--- src/rtl/s2h_pkg.sv ---
// shared types, widths and reset constants of the 2d histogram sampler
`default_nettype none

package s2h_pkg;

   // default table geometry
   localparam int DEF_MAX_ROWS   = 128;
   localparam int DEF_MAX_COLS   = 128;
   localparam int DEF_COUNT_BITS = 24;

   // fixed field widths of the channels
   localparam int IDX_W      = 7;
   localparam int CNT_W      = 24;
   localparam int RAND_W     = 32;
   localparam int VAL_W      = 17;
   localparam int CSR_IDX_W  = 3;
   localparam int CSR_DATA_W = 16;

   // register reset values
   localparam logic [7:0]  ROWS_RST    = 8'd120;
   localparam logic [7:0]  COLS_RST    = 8'd100;
   localparam logic [15:0] ROW_OFF_RST = 16'd100;
   localparam logic [15:0] COL_OFF_RST = 16'd20;
   localparam logic [7:0]  STEP_RST    = 8'd4;

   // which walk the scan engine performs
   typedef enum logic [1:0] {
      SCAN_TOT,
      SCAN_ROW,
      SCAN_COL,
      SCAN_RESCAN
   } scan_kind_type;

   // steps of the shared fraction multiply
   typedef enum logic [1:0] {
      MUL_NONE,
      MUL_LO,
      MUL_HI,
      MUL_SUM
   } mul_step_type;

   // controller to datapath
   typedef struct packed {
      logic          clear_step;
      logic          capture;
      logic          ld_read;
      logic          ld_write;
      logic          scan_start;
      logic          scan_run;
      scan_kind_type scan_kind;
      mul_step_type  mul_step;
      logic          mul_col;
      logic          out_load;
   } s2h_cmd_type;

   // datapath to controller
   typedef struct packed {
      logic clear_done;
      logic scan_done;
      logic dirty;
      logic total_zero;
      logic out_free;
   } s2h_status_type;

endpackage

`default_nettype wire

--- src/rtl/s2h_ctrl.sv ---
// controller state machine of the 2d histogram sampler
`default_nettype none

module s2h_ctrl (
   input  logic                    clock,
   input  logic                    reset,
   input  logic                    req_valid,
   input  logic                    req_mode,
   output logic                    req_stall,
   input  s2h_pkg::s2h_status_type status,
   output s2h_pkg::s2h_cmd_type    cmd
);
   import s2h_pkg::*;

   localparam logic MODE_LOAD = 1'b0;

   typedef enum logic [4:0] {
      ST_CLEAR,
      ST_IDLE,
      ST_LD_READ,
      ST_LD_WRITE,
      ST_RS_GO,
      ST_RS_RUN,
      ST_TOT_GO,
      ST_TOT_RUN,
      ST_MR_LO,
      ST_MR_HI,
      ST_MR_SUM,
      ST_ROW_GO,
      ST_ROW_RUN,
      ST_MC_LO,
      ST_MC_HI,
      ST_MC_SUM,
      ST_COL_GO,
      ST_COL_RUN,
      ST_FINISH
   } state_type;

   state_type state_ff, state_in;

   // next state and command decode
   always_comb begin
      state_in = state_ff;
      cmd      = '0;
      case (state_ff)
         ST_CLEAR: begin
            cmd.clear_step = 1'b1;
            if (status.clear_done) state_in = ST_IDLE;
         end
         ST_IDLE: begin
            if (req_valid) begin
               cmd.capture = 1'b1;
               if (req_mode == MODE_LOAD) state_in = ST_LD_READ;
               else if (status.dirty)     state_in = ST_RS_GO;
               else                       state_in = ST_TOT_GO;
            end
         end
         ST_LD_READ: begin
            cmd.ld_read = 1'b1;
            state_in    = ST_LD_WRITE;
         end
         ST_LD_WRITE: begin
            cmd.ld_write = 1'b1;
            state_in     = ST_IDLE;
         end
         ST_RS_GO: begin
            cmd.scan_start = 1'b1;
            cmd.scan_kind  = SCAN_RESCAN;
            state_in       = ST_RS_RUN;
         end
         ST_RS_RUN: begin
            cmd.scan_run  = 1'b1;
            cmd.scan_kind = SCAN_RESCAN;
            if (status.scan_done) state_in = ST_TOT_GO;
         end
         ST_TOT_GO: begin
            cmd.scan_start = 1'b1;
            cmd.scan_kind  = SCAN_TOT;
            state_in       = ST_TOT_RUN;
         end
         ST_TOT_RUN: begin
            cmd.scan_run  = 1'b1;
            cmd.scan_kind = SCAN_TOT;
            if (status.scan_done) state_in = ST_MR_LO;
         end
         ST_MR_LO: begin
            cmd.mul_step = MUL_LO;
            if (status.total_zero) state_in = ST_FINISH;
            else                   state_in = ST_MR_HI;
         end
         ST_MR_HI: begin
            cmd.mul_step = MUL_HI;
            state_in     = ST_MR_SUM;
         end
         ST_MR_SUM: begin
            cmd.mul_step = MUL_SUM;
            state_in     = ST_ROW_GO;
         end
         ST_ROW_GO: begin
            cmd.scan_start = 1'b1;
            cmd.scan_kind  = SCAN_ROW;
            state_in       = ST_ROW_RUN;
         end
         ST_ROW_RUN: begin
            cmd.scan_run  = 1'b1;
            cmd.scan_kind = SCAN_ROW;
            if (status.scan_done) state_in = ST_MC_LO;
         end
         ST_MC_LO: begin
            cmd.mul_step = MUL_LO;
            cmd.mul_col  = 1'b1;
            state_in     = ST_MC_HI;
         end
         ST_MC_HI: begin
            cmd.mul_step = MUL_HI;
            cmd.mul_col  = 1'b1;
            state_in     = ST_MC_SUM;
         end
         ST_MC_SUM: begin
            cmd.mul_step = MUL_SUM;
            cmd.mul_col  = 1'b1;
            state_in     = ST_COL_GO;
         end
         ST_COL_GO: begin
            cmd.scan_start = 1'b1;
            cmd.scan_kind  = SCAN_COL;
            state_in       = ST_COL_RUN;
         end
         ST_COL_RUN: begin
            cmd.scan_run  = 1'b1;
            cmd.scan_kind = SCAN_COL;
            if (status.scan_done) state_in = ST_FINISH;
         end
         ST_FINISH: begin
            if (status.out_free) begin
               cmd.out_load = 1'b1;
               state_in     = ST_IDLE;
            end
         end
         default: state_in = ST_CLEAR;
      endcase
   end

   // state register
   always_ff @(posedge clock) begin
      if (reset) state_ff <= ST_CLEAR;
      else       state_ff <= state_in;
   end

   assign req_stall = (state_ff != ST_IDLE);

endmodule

`default_nettype wire

--- config.mk ---
export PLATFORM = sky130hd
export DESIGN_NAME = s2h_ctrl
export DESIGN_NICKNAME = d
export VERILOG_FILES = /design/src/rtl/s2h_pkg.sv /design/src/rtl/s2h_ctrl.sv
export SDC_FILE = /design/constraint.sdc
export NUM_CORES = 1
export LEC_CHECK = 0
export BUFFER_PORTS_ARGS = -buffer_cell sky130_fd_sc_hd__buf_2
export CORE_AREA = 10 10 47 49
export CTS_CLUSTER_SIZE = 20
export DETAILED_ROUTE_END_ITERATION = 16
export DIE_AREA = 0 0 57 59
export HOLD_SLACK_MARGIN = 0.1
export PLACE_DENSITY = 0.81
export SYNTH_ARGS = -nofsm -noshare
export SYNTH_HDL_FRONTEND = slang
export SYNTH_SLANG_ARGS = --single-unit
--- constraint.sdc ---
create_clock -name clock -period 3.12 [get_ports clock]
set_input_delay 0.156 -clock clock [delete_from_list [all_inputs] [get_ports clock]]
set_output_delay 0.156 -clock clock [all_outputs]
set_load 0.01 [all_outputs]
==> reports/qor.txt <==
Status: finished clean
CP Data Required Time: 2.96 ns
First-pass GRT wire length: 3260 um
# DRC: 0
CTS resizes: 0
RePlAce Congestion: 0.757
Routed vias/inst: 6.07
# hold bufs at CTS: 0
Initial antenna violation count: 0
Ant diodes: 0
P&R area growth vs syn: 15.4%
Synth Net Count: 102
Clk_skew: 0.00257 ns
Worst-path clk slew: 0.04 ns
Endpoints failing setup: 0
Power per cell area: 872 nW/um2
Total GRT Usage: 0.114
Core area: 1400 um2
Tightest Pin Transition: 0.709 ns
EDFF count, synth: 0
Placed cell area: 763 um2
Design area: 790 um2
Final TNS setup: 0 ns
DP Cell Count: 122
Commonest non-fill, non-tap cell in the layout: buf_2
Hold WC Path Type: in -> reg
Seq/Total Area, Yosys: 0.146
Peak Freq: 0.476 GHz
PortBufs: 21
Flop-to-flop setup slack: 1.23 ns
RSZ-0062 raised after global routing: no
CP arrival: 1.95 ns
Worst-path maximum fanout: 24
Relative slew slack: 0.526
CTS Buffer Depth: 2
Final Max Slew Viols: 0
Fin crit share: 0.674
Root Buffer: clkbuf_4
Max reg flops: 5
Post-Syn Instances: 93
Tmin final: 2.10 ns
Initial core utilization: 0.488
Pre-Repair DR Iteration Count: 4
Die area: 3360 um2
P_leak: 0.000332 uW
Setup WS pre-CTS: 1.23 ns
Mapped cell area: 684 um2
Iteration-0 DRC Markers: 23
Final hold vios: 0
Post-CTS Setup Bufs: 0
Unique masters post-synth: 39
Maximum resistive drop on vdd: 0.000687 V
Total Wirelength: 1810 um
Ys async rst share: 0
Crit end category: output port
Global-route congestion overflow total: 0
Overall power: 688 uW
Largest reg by FF count: state_ff
Row cnt: 14
Layout Nets: 120
Avg WL per Cell: 14.4 um
Antenna Nets Post-Route: 0
Most frequent cells in the layout: buf_2 (21), nor2_1 (8)
Synthesis warning total: 0
Fin cells: 126
Layout cells sized above 1: 0.300
#FFs+latches synth: 5
TritonCTS clock tree: done
Die width: 57 um
Post-DP HPWL: 1390 um
Worst-Skew Late Latency: 0.24 ns
Vias in the first global route: 708
Post-synth top flop: dfxtp_1
Syn Area/Cell: 7.36 um2
Num ports: 22
Die Y: 59 um
Vias: 765
WS Path Type: reg -> out
Largest net degree at the start of global routing: 25
CTS Buf Count: 3
# H-tree levels: 1
Top Registers: state_ff x5
Max Cap Viol: 0
Clock Sinks: 5
Critical path launch point type: register
Final setup margin: 1.02 ns
-- worst paths after layout --
check	start	to	depth (start not counted)
max	state_ff[0]	cmd[10]	4
min	reset	state_ff[1]	2
max reg2reg	state_ff[0]	state_ff[1]	4
min reg2reg	state_ff[3]	state_ff[3]	2
-- metrics by stage --
stage,utilization,hold WS (ns)
floorplan,-,0.221
global placement,0.545,0.402
detailed placement,0.545,0.413
CTS,0.563,0.157
global route,0.563,0.177
finish,0.563,0.166
-- area by class of cell --
class                   count  area (um2)
fillers                   144         612
multi-input cells          74         515
repair buffers             21         105
flip-flops and latches      5         100
clock buffers               4        26.3
inverters                   6        22.5
well taps                  16        20.0
-- synthesized netlist by cell type, types with 2 or more instances --
| cell type | n | area share |
|---|---|---|
| and3_1 | 3 | 0.027 |
| nor2_1 | 8 | 0.044 |
| mux2i_1 | 2 | 0.029 |
| nor3b_1 | 2 | 0.022 |
| nand2_1 | 4 | 0.022 |
| nand3_1 | 2 | 0.015 |
| nor4b_1 | 2 | 0.026 |
| a31oi_1 | 4 | 0.037 |
| nor2b_1 | 5 | 0.046 |
| a21oi_1 | 3 | 0.022 |
| nand2b_1 | 5 | 0.046 |
| a211oi_2 | 4 | 0.073 |
| o32ai_1 | 2 | 0.026 |
| buf_2 | 4 | 0.029 |
| o21ai_0 | 5 | 0.037 |
| nor3_1 | 4 | 0.029 |
| a21boi_0 | 2 | 0.022 |
| and4_1 | 2 | 0.026 |
| inv_1 | 5 | 0.027 |
| dfxtp_1 | 5 | 0.15 |
| clkbuf_1 | 2 | 0.011 |
-- cell families (layout without fill, tap and decap cells) --
logic type	Yosys count	after routing	share of synthesized area
and+or+nand+nor	43	43	0.389
buffers and inverters	14	31	0.101
AOI/OAI and AO/OA	28	28	0.322
xor gates and xnor gates	1	1	0.0128
DFF	5	5	0.146
muxes	2	2	0.0293
-- critical path: stages (launching register included) --
cell	delay [ns]
dfxtp_1	0.76
or4b_4	0.56
nand2b_1	0.18
nor2_1	0.08
buf_2	0.13
-- layer usage --
metal	wire length [um]	global-route usage
met5	0	0
met4	0	0.0537
met3	81	0.0129
met2	1000	0.202
met1	728	0.133
-- where the power goes --
part / total, uW / switching (uW) / internal, uW
Sequential: 184 / 98.8 / 85.7
Combinational: 432 / 227 / 205
Clock: 71.8 / 23.7 / 48.2
(Power assumes the default switching activity.)
